**src/aewb_pkg.sv**
```systemverilog
`timescale 1ns / 1ps

package aewb_pkg;

  // statistics width and derived divider sizes
  localparam int unsigned SUM_WIDTH = 24;
  localparam int unsigned BAL_SHIFT = 8;
  localparam int unsigned DVD_W     = SUM_WIDTH + BAL_SHIFT;
  localparam int unsigned DIV_CNT_W = $clog2(DVD_W);
  localparam int unsigned BAL_W     = 10;
  localparam int unsigned EXP_W     = 14;
  localparam int unsigned GAIN_W    = 9;
  localparam int unsigned FCNT_W    = 4;

  // control constants
  localparam logic [EXP_W-1:0]  EXP_MAX_RAISE  = EXP_W'(10000);
  localparam logic [EXP_W-1:0]  EXP_MIN_LOWER  = EXP_W'(100);
  localparam logic [EXP_W-1:0]  EXP_STEP       = EXP_W'(100);
  localparam logic [EXP_W-1:0]  EXP_RESET      = EXP_W'(100);
  localparam logic [GAIN_W-1:0] GAIN_MAX_RAISE = GAIN_W'(255);
  localparam logic [GAIN_W-1:0] GAIN_MIN_LOWER = GAIN_W'(16);
  localparam logic [GAIN_W-1:0] GAIN_STEP      = GAIN_W'(4);
  localparam logic [GAIN_W-1:0] GAIN_RESET     = GAIN_W'(16);
  localparam logic [BAL_W-1:0]  BAL_UNITY      = BAL_W'(256);
  localparam logic [BAL_W-1:0]  BAL_MAX        = BAL_W'(1023);
  localparam logic [FCNT_W-1:0] FOCUS_PERIOD   = FCNT_W'(10);
  localparam logic [7:0]        DARK_RESET     = 8'd30;
  localparam logic [7:0]        BRIGHT_RESET   = 8'd70;

  // configuration register indexes
  localparam int unsigned CFG_IDX_W = 3;
  localparam logic [CFG_IDX_W-1:0] CFG_EXPOSURE_EN = 3'd0;
  localparam logic [CFG_IDX_W-1:0] CFG_BALANCE_EN  = 3'd1;
  localparam logic [CFG_IDX_W-1:0] CFG_FOCUS_EN    = 3'd2;
  localparam logic [CFG_IDX_W-1:0] CFG_SENSOR      = 3'd3;
  localparam logic [CFG_IDX_W-1:0] CFG_DARK        = 3'd4;
  localparam logic [CFG_IDX_W-1:0] CFG_BRIGHT      = 3'd5;

  typedef logic [SUM_WIDTH-1:0] sum_t;

  typedef struct packed {
    logic [7:0] brightness;
    sum_t       red_sum;
    sum_t       green_sum;
    sum_t       blue_sum;
  } aewb_in_t;

  typedef struct packed {
    logic [EXP_W-1:0]  exposure_out;
    logic [GAIN_W-1:0] gain_out;
    logic [BAL_W-1:0]  red_gain_out;
    logic [BAL_W-1:0]  blue_gain_out;
    logic              focus_trigger;
  } aewb_out_t;

  // divider request and response
  typedef struct packed {
    logic start;
    sum_t green;
    sum_t divisor;
  } div_req_t;

  typedef struct packed {
    logic             busy;
    logic             done;
    logic [BAL_W-1:0] quot;
  } div_rsp_t;

endpackage

```
**src/aewb_div.sv**
```systemverilog
`timescale 1ns / 1ps

module aewb_div (
  input  logic               clk_i,
  input  logic               rst_ni,
  input  aewb_pkg::div_req_t req_i,
  output aewb_pkg::div_rsp_t rsp_o
);
  import aewb_pkg::*;

  logic [DVD_W-1:0]     dvd_q, dvd_d;
  sum_t                 dsr_q, dsr_d;
  sum_t                 rem_q, rem_d;
  logic [BAL_W-1:0]     quot_q, quot_d;
  logic                 ovf_q, ovf_d;
  logic [DIV_CNT_W-1:0] cnt_q, cnt_d;
  logic                 busy_q, busy_d;
  logic                 done_q, done_d;

  logic [SUM_WIDTH:0] rem_sh;
  logic [SUM_WIDTH:0] diff;
  logic               ge;

  // one restoring step: shift in the next dividend bit, try subtract
  assign rem_sh = {rem_q, dvd_q[DVD_W-1]};
  assign diff   = rem_sh - {1'b0, dsr_q};
  assign ge     = (rem_sh >= {1'b0, dsr_q});

  always_comb begin
    dvd_d  = dvd_q;
    dsr_d  = dsr_q;
    rem_d  = rem_q;
    quot_d = quot_q;
    ovf_d  = ovf_q;
    cnt_d  = cnt_q;
    busy_d = busy_q;
    done_d = 1'b0;
    if (req_i.start) begin
      dvd_d  = {req_i.green, BAL_SHIFT'(0)};
      dsr_d  = req_i.divisor;
      rem_d  = '0;
      quot_d = '0;
      ovf_d  = 1'b0;
      cnt_d  = '0;
      busy_d = 1'b1;
    end else if (busy_q) begin
      dvd_d  = {dvd_q[DVD_W-2:0], 1'b0};
      rem_d  = ge ? diff[SUM_WIDTH-1:0] : rem_sh[SUM_WIDTH-1:0];
      // any quotient bit above the gain width saturates the result
      ovf_d  = ovf_q | quot_q[BAL_W-1];
      quot_d = {quot_q[BAL_W-2:0], ge};
      cnt_d  = cnt_q + 1'b1;
      if (cnt_q == DIV_CNT_W'(DVD_W - 1)) begin
        busy_d = 1'b0;
        done_d = 1'b1;
      end
    end
  end

  // control state
  always_ff @(posedge clk_i or negedge rst_ni) begin
    if (!rst_ni) begin
      busy_q <= 1'b0;
      done_q <= 1'b0;
      cnt_q  <= '0;
    end else begin
      busy_q <= busy_d;
      done_q <= done_d;
      cnt_q  <= cnt_d;
    end
  end

  // datapath
  always_ff @(posedge clk_i) begin
    dvd_q  <= dvd_d;
    dsr_q  <= dsr_d;
    rem_q  <= rem_d;
    quot_q <= quot_d;
    ovf_q  <= ovf_d;
  end

  assign rsp_o.busy = busy_q;
  assign rsp_o.done = done_q;
  assign rsp_o.quot = ovf_q ? BAL_MAX : quot_q;

endmodule

```
**src/auto_exposure_white_balance_step.sv**
```systemverilog
`timescale 1ns / 1ps
// Flow: a tick goes from idle through the red and blue division states when white
// balance runs, else to finish, which loads the output register when it is free.
// A new tick is accepted only in idle; the shared serial divider computes the red
// and then the blue gain, one quotient bit per cycle.
// Reset: asynchronous active low; config and tick state return to defaults.
module auto_exposure_white_balance_step (
  input  logic                                 clk_i,
  input  logic                                 rst_ni,
  input  logic                                 in_valid_i,
  output logic                                 in_ready_o,
  input  aewb_pkg::aewb_in_t                   in_data_i,
  output logic                                 out_valid_o,
  input  logic                                 out_ready_i,
  output aewb_pkg::aewb_out_t                  out_data_o,
  input  logic                                 cfg_valid_i,
  output logic                                 cfg_ready_o,
  input  logic [aewb_pkg::CFG_IDX_W-1:0]       cfg_index_i,
  input  logic [7:0]                           cfg_data_i
);
  import aewb_pkg::*;

  localparam logic [1:0] S_IDLE = 2'd0;
  localparam logic [1:0] S_RED  = 2'd1;
  localparam logic [1:0] S_BLUE = 2'd2;
  localparam logic [1:0] S_DONE = 2'd3;

  logic [1:0] state_q, state_d;

  // configuration registers
  logic       exp_en_q, bal_en_q, focus_en_q, sensor_q;
  logic [7:0] dark_q, bright_q;

  // tick state
  logic [EXP_W-1:0]  exp_q, exp_nxt;
  logic [GAIN_W-1:0] gain_q, gain_nxt;
  logic [BAL_W-1:0]  red_q, blue_q;
  logic [FCNT_W-1:0] fcnt_q, fcnt_nxt, fcnt_inc;
  logic              trig_q, trig_nxt;

  sum_t green_hold_q, blue_hold_q;

  logic      out_valid_q;
  aewb_out_t out_data_q;

  logic     accept, bal_go, out_load;
  div_req_t div_req;
  div_rsp_t div_rsp;

  assign accept      = in_valid_i & in_ready_o;
  assign in_ready_o  = (state_q == S_IDLE);
  assign cfg_ready_o = 1'b1;
  assign bal_go      = sensor_q & bal_en_q & (in_data_i.green_sum != '0);
  assign out_load    = (state_q == S_DONE) & (~out_valid_q | out_ready_i);

  // configuration writes
  always_ff @(posedge clk_i or negedge rst_ni) begin
    if (!rst_ni) begin
      exp_en_q   <= 1'b0;
      bal_en_q   <= 1'b0;
      focus_en_q <= 1'b0;
      sensor_q   <= 1'b0;
      dark_q     <= DARK_RESET;
      bright_q   <= BRIGHT_RESET;
    end else if (cfg_valid_i && cfg_ready_o) begin
      case (cfg_index_i)
        CFG_EXPOSURE_EN: exp_en_q   <= cfg_data_i[0];
        CFG_BALANCE_EN:  bal_en_q   <= cfg_data_i[0];
        CFG_FOCUS_EN:    focus_en_q <= cfg_data_i[0];
        CFG_SENSOR:      sensor_q   <= cfg_data_i[0];
        CFG_DARK:        dark_q     <= cfg_data_i;
        CFG_BRIGHT:      bright_q   <= cfg_data_i;
        default: ;
      endcase
    end
  end

  // exposure and gain stepping
  always_comb begin
    exp_nxt  = exp_q;
    gain_nxt = gain_q;
    if (sensor_q && exp_en_q) begin
      if (in_data_i.brightness < dark_q) begin
        if (exp_q < EXP_MAX_RAISE) begin
          exp_nxt = exp_q + EXP_STEP;
        end else if (gain_q < GAIN_MAX_RAISE) begin
          gain_nxt = gain_q + GAIN_STEP;
        end
      end else if (in_data_i.brightness > bright_q) begin
        if (gain_q > GAIN_MIN_LOWER) begin
          gain_nxt = gain_q - GAIN_STEP;
        end else if (exp_q > EXP_MIN_LOWER) begin
          exp_nxt = exp_q - EXP_STEP;
        end
      end
    end
  end

  // autofocus tick counter
  assign fcnt_inc = fcnt_q + 1'b1;
  always_comb begin
    fcnt_nxt = fcnt_q;
    trig_nxt = 1'b0;
    if (sensor_q && focus_en_q) begin
      if (fcnt_inc >= FOCUS_PERIOD) begin
        fcnt_nxt = '0;
        trig_nxt = 1'b1;
      end else begin
        fcnt_nxt = fcnt_inc;
      end
    end
  end

  // divider sharing: red on acceptance, blue after red completes
  assign div_req.start   = (accept & bal_go) | ((state_q == S_RED) & div_rsp.done);
  assign div_req.green   = (state_q == S_IDLE) ? in_data_i.green_sum : green_hold_q;
  assign div_req.divisor = (state_q == S_IDLE) ? in_data_i.red_sum : blue_hold_q;

  aewb_div u_div (
    .clk_i  (clk_i),
    .rst_ni (rst_ni),
    .req_i  (div_req),
    .rsp_o  (div_rsp)
  );

  // sequencer
  always_comb begin
    state_d = state_q;
    case (state_q)
      S_IDLE: begin
        if (accept) state_d = bal_go ? S_RED : S_DONE;
      end
      S_RED: begin
        if (div_rsp.done) state_d = S_BLUE;
      end
      S_BLUE: begin
        if (div_rsp.done) state_d = S_DONE;
      end
      S_DONE: begin
        if (out_load) state_d = S_IDLE;
      end
      default: state_d = S_IDLE;
    endcase
  end

  always_ff @(posedge clk_i or negedge rst_ni) begin
    if (!rst_ni) begin
      state_q     <= S_IDLE;
      exp_q       <= EXP_RESET;
      gain_q      <= GAIN_RESET;
      red_q       <= BAL_UNITY;
      blue_q      <= BAL_UNITY;
      fcnt_q      <= '0;
      trig_q      <= 1'b0;
      out_valid_q <= 1'b0;
    end else begin
      state_q <= state_d;
      if (accept) begin
        exp_q  <= exp_nxt;
        gain_q <= gain_nxt;
        fcnt_q <= fcnt_nxt;
        trig_q <= trig_nxt;
      end
      if ((state_q == S_RED) && div_rsp.done) red_q <= div_rsp.quot;
      if ((state_q == S_BLUE) && div_rsp.done) blue_q <= div_rsp.quot;
      // output register: load on finish, clear on transaction
      if (out_load) begin
        out_valid_q <= 1'b1;
      end else if (out_ready_i) begin
        out_valid_q <= 1'b0;
      end
    end
  end

  // operand holding and result payload
  always_ff @(posedge clk_i) begin
    if (accept) begin
      green_hold_q <= in_data_i.green_sum;
      blue_hold_q  <= in_data_i.blue_sum;
    end
    if (out_load) begin
      out_data_q.exposure_out  <= exp_q;
      out_data_q.gain_out      <= gain_q;
      out_data_q.red_gain_out  <= red_q;
      out_data_q.blue_gain_out <= blue_q;
      out_data_q.focus_trigger <= trig_q;
    end
  end

  assign out_valid_o = out_valid_q;
  assign out_data_o  = out_data_q;

  // divider idle whenever a new tick may enter
  a_idle_div: assert property (@(posedge clk_i) disable iff (!rst_ni)
    (state_q == S_IDLE) |-> !div_rsp.busy)
    else $error("divider busy while sequencer idle");

  // divider completions only while a division is expected
  a_done_state: assert property (@(posedge clk_i) disable iff (!rst_ni)
    div_rsp.done |-> ((state_q == S_RED) || (state_q == S_BLUE)))
    else $error("unexpected divider completion");

  // a fresh result only follows the finish state
  a_out_src: assert property (@(posedge clk_i) disable iff (!rst_ni)
    $rose(out_valid_o) |-> ($past(state_q) == S_DONE))
    else $error("result raised outside finish state");

  // gain never leaves its reachable range
  a_gain_rng: assert property (@(posedge clk_i) disable iff (!rst_ni)
    (gain_q <= (GAIN_MAX_RAISE + GAIN_STEP - GAIN_W'(1))))
    else $error("gain out of range");

endmodule

```
**config.mk**
```make
export PLATFORM = sky130hd
export DESIGN_NAME = auto_exposure_white_balance_step
export DESIGN_NICKNAME = d
export VERILOG_FILES = /design/src/aewb_pkg.sv /design/src/aewb_div.sv /design/src/auto_exposure_white_balance_step.sv
export SDC_FILE = /design/constraint.sdc
export NUM_CORES = 1
export LEC_CHECK = 0
export BUFFER_PORTS_ARGS = -buffer_cell sky130_fd_sc_hd__buf_2
export CORE_UTILIZATION = 39
export CTS_BUF_LIST = sky130_fd_sc_hd__clkbuf_16
export CTS_CLUSTER_DIAMETER = 40
export DETAILED_ROUTE_END_ITERATION = 16
export GPL_TIMING_DRIVEN = 1
export MAX_ROUTING_LAYER = met4
export PLACE_DENSITY = 0.58
export REMOVE_ABC_BUFFERS = 1
export SKIP_CTS_REPAIR_TIMING = 1
export SLEW_MARGIN = 20
export SYNTH_ARGS = -nofsm -noshare
export SYNTH_HDL_FRONTEND = slang
export SYNTH_SLANG_ARGS = --single-unit
export TNS_END_PERCENT = 30
```
**constraint.sdc**
```tcl
create_clock -name clk_i -period 4.2 [get_ports clk_i]
set_input_delay 0.42 -clock clk_i [delete_from_list [all_inputs] [get_ports clk_i]]
set_output_delay 0.42 -clock clk_i [all_outputs]
set_load 0.05 [all_outputs]
```
After elaboration in Yosys (flattened, before gate mapping)
Index checks and enable logic that the tools add are counted.

$lt $le $gt $ge: 8. Equality and inequality tests: 17. Bitwise logic cells: 10. Add/subtract/negate cells: 7. Muxes and demuxes: 35. Reduce and logical (&&, ||, !) cells: 22.

Operators with widths (count): 24-bit two-way mux (3); 14-bit two-way mux (5); 32-bit two-way mux (2); 9-bit two-way mux (5); 25-bit by 24-bit greater-or-equal comparator with 1-bit output (1); 24-bit nonzero test (1); 24-bit subtractor (1); 14-bit by 7-bit adder with 14-bit output (second input constant) (1); 14-bit by 7-bit greater-than comparator with 1-bit output (second input constant) (1); 14-bit less-than comparator (second input constant) (1); 2-bit AND reduction (7); 14-bit by 7-bit subtractor with 14-bit output (second input constant) (1); 6-bit AND reduction (2); 1-bit two-way mux (10); 10-bit two-way mux (1); 2-bit two-way mux (5); 5-bit two-way mux (2); 2-bit by 1-bit != test with 1-bit output (second input constant) (5); 2-bit nonzero test (5); 9-bit by 3-bit adder with 9-bit output (second input constant) (1); 9-bit by 5-bit greater-than comparator with 1-bit output (second input constant) (1); 9-bit by 8-bit less-than comparator with 1-bit output (second input constant) (1); 9-bit by 3-bit subtractor with 9-bit output (second input constant) (1); 8-bit greater-than comparator (1); 20 further kinds (35).

Register bits after elaboration: 253. Output and inout port bits: 47. Input port bits: 96. Logic and storage cells: 128.

Depth between registers and ports, before layout
Gate-level depths: netlist (run 1).

Depth after elaboration: 5. Gate-level depth with buffers: 15.

Hierarchy
From an unflattened synthesis (run 1), not the netlist that was laid out.

Cells, all modules: 1022. Area total of the unflattened synthesis: 12182.9 sq um.

By module, submodules not included: auto_exposure_white_balance_step (cells an instance 493, instances 1, area each 7013.0 sq um); aewb_div (cells an instance 529, instances 1, area each 5170.0 sq um).

Worst setup path before layout (run 1)
Ideal clock, no wire load.

Path kind: flip-flop to flip-flop. Start: register state_q[0]. End: register u_div.dsr_q[0], enable pin. Stages on the path, launching flop included: 11. Library setup time: 398 ps. Buffers on the path: 4. Arrival: 3064 ps. Slack: 738 ps. Cell sequence: dfrtp_1 -> inv_1 -> ha_1 -> clkbuf_8 -> and3_2 -> o211ai_1 -> nor2b_1 -> buf_2 -> inv_1 -> clkbuf_1 -> buf_1.

Cells in the longest elaborated chain, start to end: 4.

Ends and longest elaborated chain: start: declaration (line auto_exposure_white_balance_step.sv:28) `logic [1:0] state_q, state_d;`; start signal: assignment (line auto_exposure_white_balance_step.sv:157) `state_q <= state_d;`; 2-bit logical NOT (line auto_exposure_white_balance_step.sv:51) `assign in_ready_o = (state_q == S_IDLE);`; via in_ready_o (line auto_exposure_white_balance_step.sv:11) `output logic in_ready_o,`; 1-bit bitwise AND (line auto_exposure_white_balance_step.sv:50) `assign accept = in_valid_i & in_ready_o;`; 1-bit bitwise AND (line auto_exposure_white_balance_step.sv:115) `assign div_req.start = (accept & bal_go) | ((state_q == S_RED) & div_rsp.done);`; 1-bit OR (line auto_exposure_white_balance_step.sv:115); end signal: assignment (line aewb_div.sv:76) `dsr_q <= dsr_d;`; end: declaration (line aewb_div.sv:12) `sum_t dsr_q, dsr_d;`.

The timed path passes the listed nets, and every way through them passes these cells. A chain may end at the register's enable or synchronous reset.

Final worst setup path (run 1)
Start: register dark_q[1]. End: register gain_q[8].

Cells in the longest elaborated chain, start to end: 3.

Ends and longest elaborated chain: start: declaration (line auto_exposure_white_balance_step.sv:32) `logic [7:0] dark_q, bright_q;`; start signal: assignment (line auto_exposure_white_balance_step.sv:71) `CFG_DARK: dark_q <= cfg_data_i;`; 8-bit less-than comparator (*) (line auto_exposure_white_balance_step.sv:83) `if (in_data_i.brightness < dark_q) begin`; 2-bit by 1-bit != test with 1-bit output (no source line), or another cell as far along; 6-bit AND reduction (no source line); end signal: assignment (line auto_exposure_white_balance_step.sv:160) `gain_q <= gain_nxt;`; end: declaration (line auto_exposure_white_balance_step.sv:36) `logic [GAIN_W-1:0] gain_q, gain_nxt;`.

Every way passes the cells marked *; elsewhere a longest branch is shown, timed or not.

==> results by group, run 1 <==
Outcome
  • Run status: completed

Setup path
  • Sort of element at the start of the critical path: register
  • Slowest stage delay, CP: 510 ps
  • Capturing element type of the critical path: register
  • Classification of the worst setup path: register to register
  • Crit-path cells: inv_1 -> ha_1 -> a21o_1 -> a21oi_1 -> o211ai_2 -> a21o_1 -> fa_1 -> a21o_1 -> a21oi_1 -> o21bai_1 -> a21oi_1 -> xor2_1 -> mux2_2
  • Arrival time worst endpoint: 3740 ps
  • Critical path's top delay family: compound AO/OA/AOI/OAI gates
  • Maximum fanout count along the critical path: 14
  • Slowest cell on the critical path: dfstp_2
  • Critical path data required time: 4610 ps
  • Buffer and inverter count on the worst path: 1

Synthesis
  • Synthesized area: 0.0119 mm2
  • Sequential cell area fraction in the yosys report: 55.7%
  • Post-synthesis cell type count: 81
  • Synthesized instance count: 1,036
  • Fraction of the mapped netlist area in compound gates: 11.9%
  • Adder and majority gate portion of the synthesized area: 6.20%
  • Number of flops mapped to enable cells by yosys: 136
  • Cell with the most instances after synthesis: edfxtp_1
  • Syn_area_per_cell: 11.5 um2
  • Synth top cells by count: 136 x edfxtp_1, 96 x nor2_1, 74 x nand2_1
  • Most common flop cell mapped by yosys: edfxtp_1
  • Fraction of registers with async set/reset: 30.2%
  • Fraction of synthesized cell area taken by the top area cell type: 34.2%
  • Cells taking the most area after synthesis: edfxtp_1 34%, dfrtp_1 13%, dfxtp_1 5.9%
  • #FFs+latches synth: 245
  • Multiplexer share of the synthesized area: 7.85%
  • Simple-gate area share of the yosys netlist: 11.7%
  • Share of the synthesized netlist area taken by xor and xnor gates: 2.57%
  • Main combinational cell family by area after synthesis: compound AO/OA/AOI/OAI gates
  • Number of synthesis warnings: 0
  • Library cell with the largest summed area after synthesis: edfxtp_1

Run
  • Number of maximum-capacitance violations: 0

Timing
  • Post-Route Setup TNS: 0 ps
  • Worst hold margin: 74.9 ps
  • Measured slew at the worst slew-check pin: 988 ps
  • Post-route clock period utilization: 79.4%
  • Hold Vio Cnt, Final: 0
  • Clock tree skew after final layout: 18.0 ps
  • Achievable frequency: 0.300 GHz
  • Final critical delay including setup and external delays: 3340 ps
  • Unrepaired setup endpoints after global routing: no
  • Final max-slew violation count: 0
  • Slew HR: 34.1%
  • Post-route setup slack: 864 ps
  • Count of final setup violators: 0

GRT
  • Total Routing Usage GR: 16.6%
  • Via count of the first global-routing pass: 8,043
  • Maximum number of pins on one net before global-route repair: 75
  • First-pass GRT wire length: 40,400 um
  • Antenna violations before repair: 0
  • Remaining global-route overflow: 0

Pwr
  • Ratio of total power to cell area: 751 mW/mm2
  • Overall power of the completed layout: 10.7 mW
  • Worst supply voltage drop on vdd: 0.000339 V
  • Static power due to leakage: 6.05 nW

Floorplanning
  • Ports: 143
  • Floorplan core area: 0.0299 mm2
  • Initial standard-cell utilization of the core: 40.0%
  • Die outline width: 177 um
  • Overall die area: 0.0313 mm2
  • Height of the die: 177 um
  • Row Count: 63

Final layout
  • Area growth syn-to-layout: 19.4%
  • Filler-free cell count of the finished design: 1,600
  • Post-layout nets: 1,334
  • Count of inserted antenna diode cells: 0
  • Fillers: 2,738
  • Share of final-layout standard cells stronger than drive strength 1: 24.8%

Place
  • Gp weighted congestion: 0.884
  • Post-placement cell count: 1,528
  • Placed wire-length estimate: 16,300 um
  • I/O Buffers: 137
  • Dpl ws: 837 ps

Routing
  • Routed wire length: 24,100 um
  • DR WL met3: 1180 um
  • Routed length on met2: 10,800 um
  • Vias per cell: 5.01
  • Detail-routed net length per standard cell: 15.1 um
  • Number of routed nets with antenna violations: 0
  • Highest layer used for signal routing: met4
  • Detailed-route via count: 8,017
  • Total routed wire length on the met1 layer: 11,700 um
  • Drt pass-1 iters: 4
  • # DRC: 0
  • Violation count after the first detailed-route iteration: 373

Min path
  • Min-Delay Path Class: input port to register

Clock tree
  • Clk_lat worst skew: 520 ps
  • Level count of the clock H-tree: 2
  • Clock buffers created by TritonCTS: 39
  • Number of buffers on the longest clock path: 3
  • Post-CTS clock slew at the launch and capture registers of the worst setup and hold paths: 60 ps
  • CTS tree: done
  • CTS root buffer: clkbuf_16
  • Clock Sink Count: 245
worst paths after layout:
check / start / end / slack (ps) / cells past startpoint
max in group asynchronous: rst_ni / u_div.busy_q / 3190 / 2
setup / recovery: dark_q[1] / gain_q[8] / 860 / 13
hold reg to reg: blue_q[7] / out_data_o[8] / 450 / 0
min in group asynchronous: rst_ni / bright_q[5] / 480 / 2
hold / removal: in_data_i[13] / blue_hold_q[13] / 70 / 1
setup reg to reg: dark_q[1] / gain_q[8] / 860 / 13
routing by layer:
layer | vias up | track usage [%]
li1 | 4051 | -
met1 | 3784 | 22.0
met2 | 142 | 25.2
met3 | 40 | 4.04
met4 | 0 | 4.31
met5 | - | -
power by group:
part           leakage [nW]  switching, mW  total (mW)  internal, mW
combinational          2.95           2.37        3.80          1.43
sequential             2.48          0.403        3.83          3.43
clock                 0.622           1.18        3.08          1.89
total                  6.05           3.96        10.7          6.75
kinds of logic (layout without fill, tap and decap cells):
logic type | after synthesis | after routing
other | 2 | 5
AO/OA/AOI/OAI | 209 | 209
adder cells (fa/ha/maj) | 58 | 58
XOR/XNOR | 35 | 35
flip-flops | 245 | 245
multiplexers | 88 | 88
AND/OR/NAND/NOR | 290 | 290
buffers and inverters | 109 | 280
layout make-up:
class / count / area (um2) / share of cell area, %
Clock buffer: 40 / 1000 / 7.02
Clock inverter: 31 / 273 / 1.91
Inverter: 61 / 229 / 1.61
Multi-Input combinational cell: 685 / 4830 / 33.9
Sequential cell: 245 / 6650 / 46.7
Tap cell: 390 / 488 / 3.42
Timing Repair Buffer: 148 / 777 / 5.45
flip-flops by register name (all words and copies together) (netlist names), 5 cells and up:
signal        flops
u_div.rem_q      24
blue_hold_q      24
exp_q            12
u_div.cnt_q       5
out_data_o       40
dark_q            8
u_div.dsr_q      24
green_hold_q     24
bright_q          8
red_q            10
gain_q            7
u_div.quot_q     10
blue_q           10
u_div.dvd_q      24
placed cells by master, fill, tap and decap left out, drive strengths merged, types with 8 or more instances in the layout:
cell type	synthesis	final
nor2	96	96
o21ai	57	57
dfstp	13	13
clkinv	0	13
nand4	8	8
and3	19	19
a211oi	21	21
dfrtp	61	61
nand2	74	74
inv	61	73
xnor2	24	24
nand3	15	15
nand2b	11	11
xor2	11	11
a21oi	60	60
nor4	9	9
edfxtp	136	136
and2	10	10
ha	56	56
clkbuf	33	40
dfxtp	35	35
mux2	45	45
a21o	16	16
mux2i	43	43
nor3	18	18
buf	15	147
nor2b	8	8
stage by stage:
stage                     utilization (%)  cell area, um2
after floorplan                         -           11700
after global placement               43.4           13000
after detailed placement             43.4           13000
after CTS                            47.7           14200
after global routing                 47.7           14300
final                                47.7           14300
(Power assumes the default switching activity.)
==> inputs of run 2 (changes only) <==
--- a/config.mk
+++ b/config.mk
@@ -5,6 +5,7 @@
 export SDC_FILE = /design/constraint.sdc
 export NUM_CORES = 1
 export LEC_CHECK = 0
+export ABC_AREA = 1
 export BUFFER_PORTS_ARGS = -buffer_cell sky130_fd_sc_hd__buf_2
 export CORE_UTILIZATION = 39
 export CTS_BUF_LIST = sky130_fd_sc_hd__clkbuf_16
==> constraint.sdc (replaced) <==
create_clock -name clk_i -period 3.1 [get_ports clk_i]
set_input_delay 0.31 -clock clk_i [delete_from_list [all_inputs] [get_ports clk_i]]
set_output_delay 0.31 -clock clk_i [all_outputs]
set_load 0.05 [all_outputs]
==> run 2 against run 1 <==
Compared with the run above:
- fmax is 26% higher
- global-route usage is 2.1 points higher
- non-clock buffer count is 52 higher
- critical path depth is 2 higher
- register-to-register slack worse by 420 ps
- routed wire length is 25% higher
- critical path type unchanged
- critical endpoint unchanged
- largest cell class unchanged
==> results by group, run 2 <==
Floorplanning
  • Row Count: 66
  • Floorplan core area: 0.0325 mm2
  • Overall die area: 0.0337 mm2
  • Height of the die: 184 um
  • Ports: 143
  • Die outline width: 184 um
  • Initial standard-cell utilization of the core: 39.6%

Synthesis
  • Fraction of registers with async set/reset: 30.2%
  • Number of synthesis warnings: 0
  • Syn_area_per_cell: 8.66 um2
  • Most common flop cell mapped by yosys: edfxtp_1
  • #FFs+latches synth: 245
  • Sequential cell area fraction in the yosys report: 51.7%
  • Cells taking the most area after synthesis: edfxtp_1 32%, nand2_1 13%, dfrtp_1 12%
  • Synthesized instance count: 1,486
  • Synthesized area: 0.0129 mm2
  • Library cell with the largest summed area after synthesis: edfxtp_1
  • Fraction of synthesized cell area taken by the top area cell type: 31.7%
  • Number of flops mapped to enable cells by yosys: 136
  • Synth top cells by count: 456 x nand2_1, 184 x inv_1, 136 x edfxtp_1
  • Cell with the most instances after synthesis: nand2_1
  • Post-synthesis cell type count: 51

Routing
  • Detail-routed net length per standard cell: 14.0 um
  • Detailed-route via count: 10,276
  • Number of routed nets with antenna violations: 0
  • Violation count after the first detailed-route iteration: 535
  • Vias per cell: 4.78
  • Routed wire length: 30,100 um
  • Drt pass-1 iters: 4
  • # DRC: 0

Pwr
  • Switching component of the power: 6.68 mW
  • Static power due to leakage: 7.53 nW
  • Fraction of power spent switching nets: 40.7%
  • Share of total power in combinational logic: 40.4%
  • Ratio of total power to cell area: 1040 mW/mm2
  • Overall power of the completed layout: 16.4 mW
  • Worst supply voltage drop on vdd: 0.000508 V
  • Relative contribution of the clock network to total power: 26.5%
  • Part of the total power dissipated in sequential elements: 33.1%
  • Int Pwr: 9.75 mW

Timing
  • Final critical delay including setup and external delays: 2660 ps
  • Count of final setup violators: 0
  • Hold Vio Cnt, Final: 0
  • Slew HR: 51.1%
  • Unrepaired setup endpoints after global routing: no
  • Measured slew at the worst slew-check pin: 733 ps
  • Final max-slew violation count: 0
  • Clock tree skew after final layout: 23.5 ps
  • Post-route setup slack: 442 ps
  • Post-Route Setup TNS: 0 ps
  • Post-route clock period utilization: 85.7%
  • Achievable frequency: 0.376 GHz

Setup path
  • Arrival time worst endpoint: 3130 ps
  • Maximum fanout count along the critical path: 9
  • Slowest stage delay, CP: 520 ps
  • Sort of element at the start of the critical path: register
  • Most numerous cell on the critical path: nand2_1
  • Crit-path cells: inv_1 -> ha_1 -> a21oi_1 -> o21ai_0 -> nand2_1 -> nand2_2 -> fa_1 -> nand3_1 -> nand2_1 -> a21oi_1 -> nor2_1 -> nor2_1 -> xor2_1 -> nand2_1 -> nand2_1
  • Critical path data required time: 3570 ps
  • Slowest cell on the critical path: dfstp_2
  • Capturing element type of the critical path: register
  • Classification of the worst setup path: register to register

Place
  • Dpl ws: 460 ps
  • Gp weighted congestion: 0.907
  • Area of placed instances: 0.0139 mm2
  • I/O Buffers: 137
  • Placed wire-length estimate: 20,400 um

Clock tree
  • CTS root buffer: clkbuf_16
  • Clk_lat worst skew: 540 ps
  • Clock Sink Count: 245
  • Post-CTS clock slew at the launch and capture registers of the worst setup and hold paths: 50 ps
  • Number of buffers on the longest clock path: 3
  • CTS tree: done
  • Level count of the clock H-tree: 2
  • Clock buffers created by TritonCTS: 39

GRT
  • Maximum number of pins on one net before global-route repair: 75
  • Via count of the first global-routing pass: 9,876
  • Antenna violations before repair: 0
  • Total Routing Usage GR: 18.6%
  • Remaining global-route overflow: 0
  • First-pass GRT wire length: 48,700 um

Run
  • Number of maximum-capacitance violations: 0

Final layout
  • Area of all placed cells without fillers: 0.0158 mm2
  • Share of final-layout standard cells stronger than drive strength 1: 16.7%
  • Area growth syn-to-layout: 22.6%
  • Most common library cell in the layout ignoring fill and taps: nand2_1
  • Post-layout nets: 1,832
  • Commonest non-fill, non-tap cells in the layout: 456 x nand2_1, 190 x inv_1, 136 x edfxtp_1, 136 x buf_2, 132 x nor2_1
  • Flip-flop count of the largest register, all copies and words added: 40
  • Count of inserted antenna diode cells: 0

Outcome
  • Run status: completed

Min path
  • Min-Delay Path Class: input port to register
==> run 2: cell count changes in the layout (fill, tap and decap cells not counted), moves of 28 or more <==
cell           change
nand3_1           +57
dlygate4sd3_1     +47
mux2i_1           -43
mux2_2            -44
a21oi_1           -28
nand2_1          +382
a31oi_1           +44
nand4_1           +28
nor2_1            +36
inv_1            +128
==> run 2: worst paths after layout <==
kind / startpoint / endpoint / slack, ps / cells after the start
setup reg to reg: dark_q[1] / gain_q[8] / 440 / 15
max in group asynchronous: rst_ni / dark_q[4] / 2270 / 3
setup / recovery: dark_q[1] / gain_q[8] / 440 / 15
min in group asynchronous: rst_ni / blue_q[6] / 190 / 2
hold reg to reg: u_div.quot_q[1] / u_div.quot_q[2] / 450 / 2
hold / removal: cfg_data_i[1] / bright_q[1] / 4 / 3
==> run 2: logic make-up (layout without fill, tap and decap cells) <==
logic type | count (synthesis) | after routing | synth area share (%)
and+or+nand+nor | 757 | 757 | 25.6
xor gates and xnor gates | 36 | 36 | 2.45
adders and majority gates | 58 | 58 | 5.76
other | 2 | 5 | 0.0584
DFF | 245 | 245 | 51.7
buffers and inverters | 244 | 464 | 8.07
AOI/OAI and AO/OA | 144 | 144 | 6.34
==> run 2: final cells by class <==
cell class                      count  area (um2)
Clock buffer                       41        1030
Multi-Input combinational cell   1000        5200
Timing Repair Buffer              200        1310
Tap cell                          442         553
Sequential cell                   245        6650
Fill cell                        3105       16700
Inverter                          192         721
Clock inverter                     31         300
==> run 2: routing by layer <==
layer	part of all wire (%)	vias up	GRT usage, %
li1	-	5219	-
met1	47	4779	24.5
met2	45	232	28.3
met3	5.1	46	3.76
met4	2.3	0	6.70
met5	0	-	-
==> run 2: critical path: cells and delay by family, from the launching register on <==
family / cells / cell delay (ps)
simple gates: 8 / 760
xor+xnor: 1 / 170
flops: 1 / 520
compound gates: 3 / 380
buf+inv: 1 / 40
fa+ha+maj: 2 / 710
==> run 2: power groups by stage <==
stage | clock, mW | combinational (mW) | sequential, mW
6_report | 4.36 | 6.64 | 5.43
5_1_grt | 4.61 | 7.60 | 5.57
4_1_cts | 4.47 | 6.65 | 5.44
3_5_place_dp | 0 | 6.60 | 5.49
3_3_place_gp | 0 | 6.50 | 5.46
2_1_floorplan | 0 | 4.43 | 5.92
==> run 2: per-stage QoR <==
step | std cells | utilization [%] | hold slack [ps]
global placement | 2030 | 42.9 | 436
floorplan | 1437 | - | 14.4
CTS | 2102 | 47.0 | -91.3
global route | 2151 | 48.6 | 3.43
detailed placement | 2030 | 42.9 | 441
finish | 2151 | 48.6 | 4.22
==> inputs of run 3 (changes only) <==
--- a/config.mk
+++ b/config.mk
@@ -7,13 +7,13 @@
 export LEC_CHECK = 0
 export ABC_AREA = 1
 export BUFFER_PORTS_ARGS = -buffer_cell sky130_fd_sc_hd__buf_2
-export CORE_UTILIZATION = 39
+export CORE_UTILIZATION = 40
 export CTS_BUF_LIST = sky130_fd_sc_hd__clkbuf_16
 export CTS_CLUSTER_DIAMETER = 40
 export DETAILED_ROUTE_END_ITERATION = 16
 export GPL_TIMING_DRIVEN = 1
 export MAX_ROUTING_LAYER = met4
-export PLACE_DENSITY = 0.58
+export PLACE_DENSITY = 0.59
 export REMOVE_ABC_BUFFERS = 1
 export SKIP_CTS_REPAIR_TIMING = 1
 export SLEW_MARGIN = 20
==> constraint.sdc (replaced) <==
create_clock -name clk_i -period 3.35 [get_ports clk_i]
set_input_delay 0.335 -clock clk_i [delete_from_list [all_inputs] [get_ports clk_i]]
set_output_delay 0.335 -clock clk_i [all_outputs]
set_load 0.05 [all_outputs]
==> run 3 against run 2 <==
Compared with the run above:
- the run now ends with hold timing left
- sequential share of layout area is 0.99 points higher
- sequential power down 7.2%
- utilization grew 0.11 points
- worst hold slack got worse by 53 ps
- power shrank 8.0%
- critical path type unchanged
- largest power group unchanged
==> results by group, run 3 (synthesis gave the netlist of run 2 again) <==
Outcome
  • Run status: finished with violations
  • Violations in the final reports: hold timing

GRT
  • Most Used Layer, Global Route: met2
  • Met3 demand-to-capacity share in global routing: 3.87%
  • Antenna violations before repair: 0
  • Met1 demand-to-capacity share in global routing: 24.6%
  • First-pass GRT wire length: 48,600 um
  • Met2 usage in global routing: 28.9%
  • Total Routing Usage GR: 18.7%
  • Via count of the first global-routing pass: 9,993
  • Remaining global-route overflow: 0
  • Maximum number of pins on one net before global-route repair: 75

Final layout
  • Share of final-layout standard cells stronger than drive strength 1: 16.5%
  • Fillers: 3,018
  • Most common library cell in the layout ignoring fill and taps: nand2_1
  • Post-layout nets: 1,804
  • Count of inserted antenna diode cells: 0
  • Flip-flop count of the largest register, all copies and words added: 40
  • Area growth syn-to-layout: 19.8%
  • Commonest non-fill, non-tap cells in the layout: 456 x nand2_1, 196 x inv_1, 136 x edfxtp_1, 136 x buf_2, 132 x nor2_1

Clock tree
  • Clk_lat worst skew: 510 ps
  • Clock Sink Count: 245
  • Number of buffers on the longest clock path: 3
  • CTS root buffer: clkbuf_16
  • CTS tree: done
  • Level count of the clock H-tree: 2
  • Post-CTS clock slew at the launch and capture registers of the worst setup and hold paths: 50 ps
  • Clock buffers created by TritonCTS: 40

Floorplanning
  • Ports: 143
  • Height of the die: 181 um
  • Overall die area: 0.0329 mm2
  • Initial standard-cell utilization of the core: 40.7%
  • Die outline width: 181 um
  • Floorplan core area: 0.0316 mm2
  • Row Count: 65

Timing
  • Final critical delay including setup and external delays: 2930 ps
  • Achievable frequency: 0.341 GHz
  • Final max-slew violation count: 0
  • Unrepaired setup endpoints after global routing: no
  • Worst hold margin: -49.2 ps
  • Count of final setup violators: 0
  • Post-route setup slack: 421 ps
  • Clock tree skew after final layout: 11.2 ps
  • Post-route clock period utilization: 87.4%
  • Post-Route Setup TNS: 0 ps
  • Hold Vio Cnt, Final: 21
  • Measured slew at the worst slew-check pin: 979 ps
  • Slew HR: 34.6%

Pwr
  • Overall power of the completed layout: 15.1 mW
  • Part of the total power dissipated in sequential elements: 33.3%
  • Ratio of total power to cell area: 982 mW/mm2
  • Worst supply voltage drop on vdd: 0.000498 V
  • Fraction of power spent switching nets: 40.6%
  • Share of total power in combinational logic: 40.5%
  • Switching component of the power: 6.15 mW
  • Int Pwr: 8.98 mW
  • Relative contribution of the clock network to total power: 26.2%
  • Static power due to leakage: 7.41 nW

Setup path
  • Most numerous cell on the critical path: nand2_1
  • Critical path's top delay family: simple AND/OR/NAND/NOR gates
  • Critical path data required time: 3800 ps
  • Slowest stage delay, CP: 530 ps
  • Buffer and inverter count on the worst path: 1
  • Capturing element type of the critical path: register
  • Sort of element at the start of the critical path: register
  • Crit-path cells: inv_1 -> ha_1 -> nand2_1 -> o21ai_0 -> nand2_1 -> nand2_2 -> ha_1 -> a21oi_1 -> nand2_1 -> a21o_1 -> a21oi_1 -> xor2_1 -> nand2_1 -> nand2_1
  • Maximum fanout count along the critical path: 23
  • Slowest cell on the critical path: dfstp_2
  • Classification of the worst setup path: register to register
  • R2R Path End: gain_q[7]
  • R2R setup slack: 420 ps
  • Reg-to-Reg Start: dark_q[3]
  • Worst-case reg-to-reg path depth: 14
  • Arrival time worst endpoint: 3380 ps

Routing
  • Detailed-route via count: 10,270
  • Vias per cell: 4.93
  • # DRC: 0
  • Number of routed nets with antenna violations: 0
  • Routed wire length: 29,200 um
  • Detail-routed net length per standard cell: 14.0 um
  • Violation count after the first detailed-route iteration: 641
  • Drt pass-1 iters: 5

Run
  • Number of maximum-capacitance violations: 0

Place
  • Placed wire-length estimate: 20,200 um
  • Dpl ws: 416 ps
  • I/O Buffers: 137
  • Gp weighted congestion: 0.917

Min path
  • Min-Delay Path Class: input port to asynchronous set/reset pin
run 3: layer usage:
metal	wire length (um)	vias to the layer above
met5	0	-
met4	508	0
met3	1560	41
met2	13300	227
met1	13800	4825
li1	-	5177
run 3: worst max-delay path by stage:
stage                  start         endpoint  slack, ps  cells past startpoint
4_1_cts            dark_q[3]        gain_q[7]        410                     14
3_5_place_dp   in_data_i[77]        gain_q[7]        420                     14
5_1_grt            dark_q[3]        gain_q[7]        180                     14
2_1_floorplan     state_q[0]  u_div.dvd_q[10]      -1560                      8
6_report           dark_q[3]        gain_q[7]        420                     14
3_3_place_gp       dark_q[3]        gain_q[7]        490                     14
run 3: area by class of cell:
class | count | area [um2] | area share, %
well taps | 402 | 503 | 3.26
inverters | 192 | 721 | 4.68
multi-input cells | 1000 | 5200 | 33.8
clock buffers | 43 | 1080 | 6.98
flip-flops and latches | 245 | 6650 | 43.2
repair buffers | 171 | 1000 | 6.50
clock inverters | 31 | 251 | 1.63
run 3: power groups by stage:
stage	Combinational, mW	Clock, mW	Sequential [mW]
global route	6.97	4.21	5.15
floorplan	4.10	0	5.48
global placement	6.00	0	5.07
finish	6.12	3.97	5.04
detailed placement	6.10	0	5.09
CTS	6.14	4.07	5.05
run 3: stage by stage:
stage                     cell area [um2]  utilization, %  hold WS, ps  std cells
after floorplan                     12600               -         39.4       1437
after global placement              13800            43.8          434       1987
after detailed placement            13800            43.8          433       1987
after CTS                           15200            48.0        -34.3       2061
after global routing                15400            48.7         3.66       2084
final                               15400            48.7        -49.2       2084
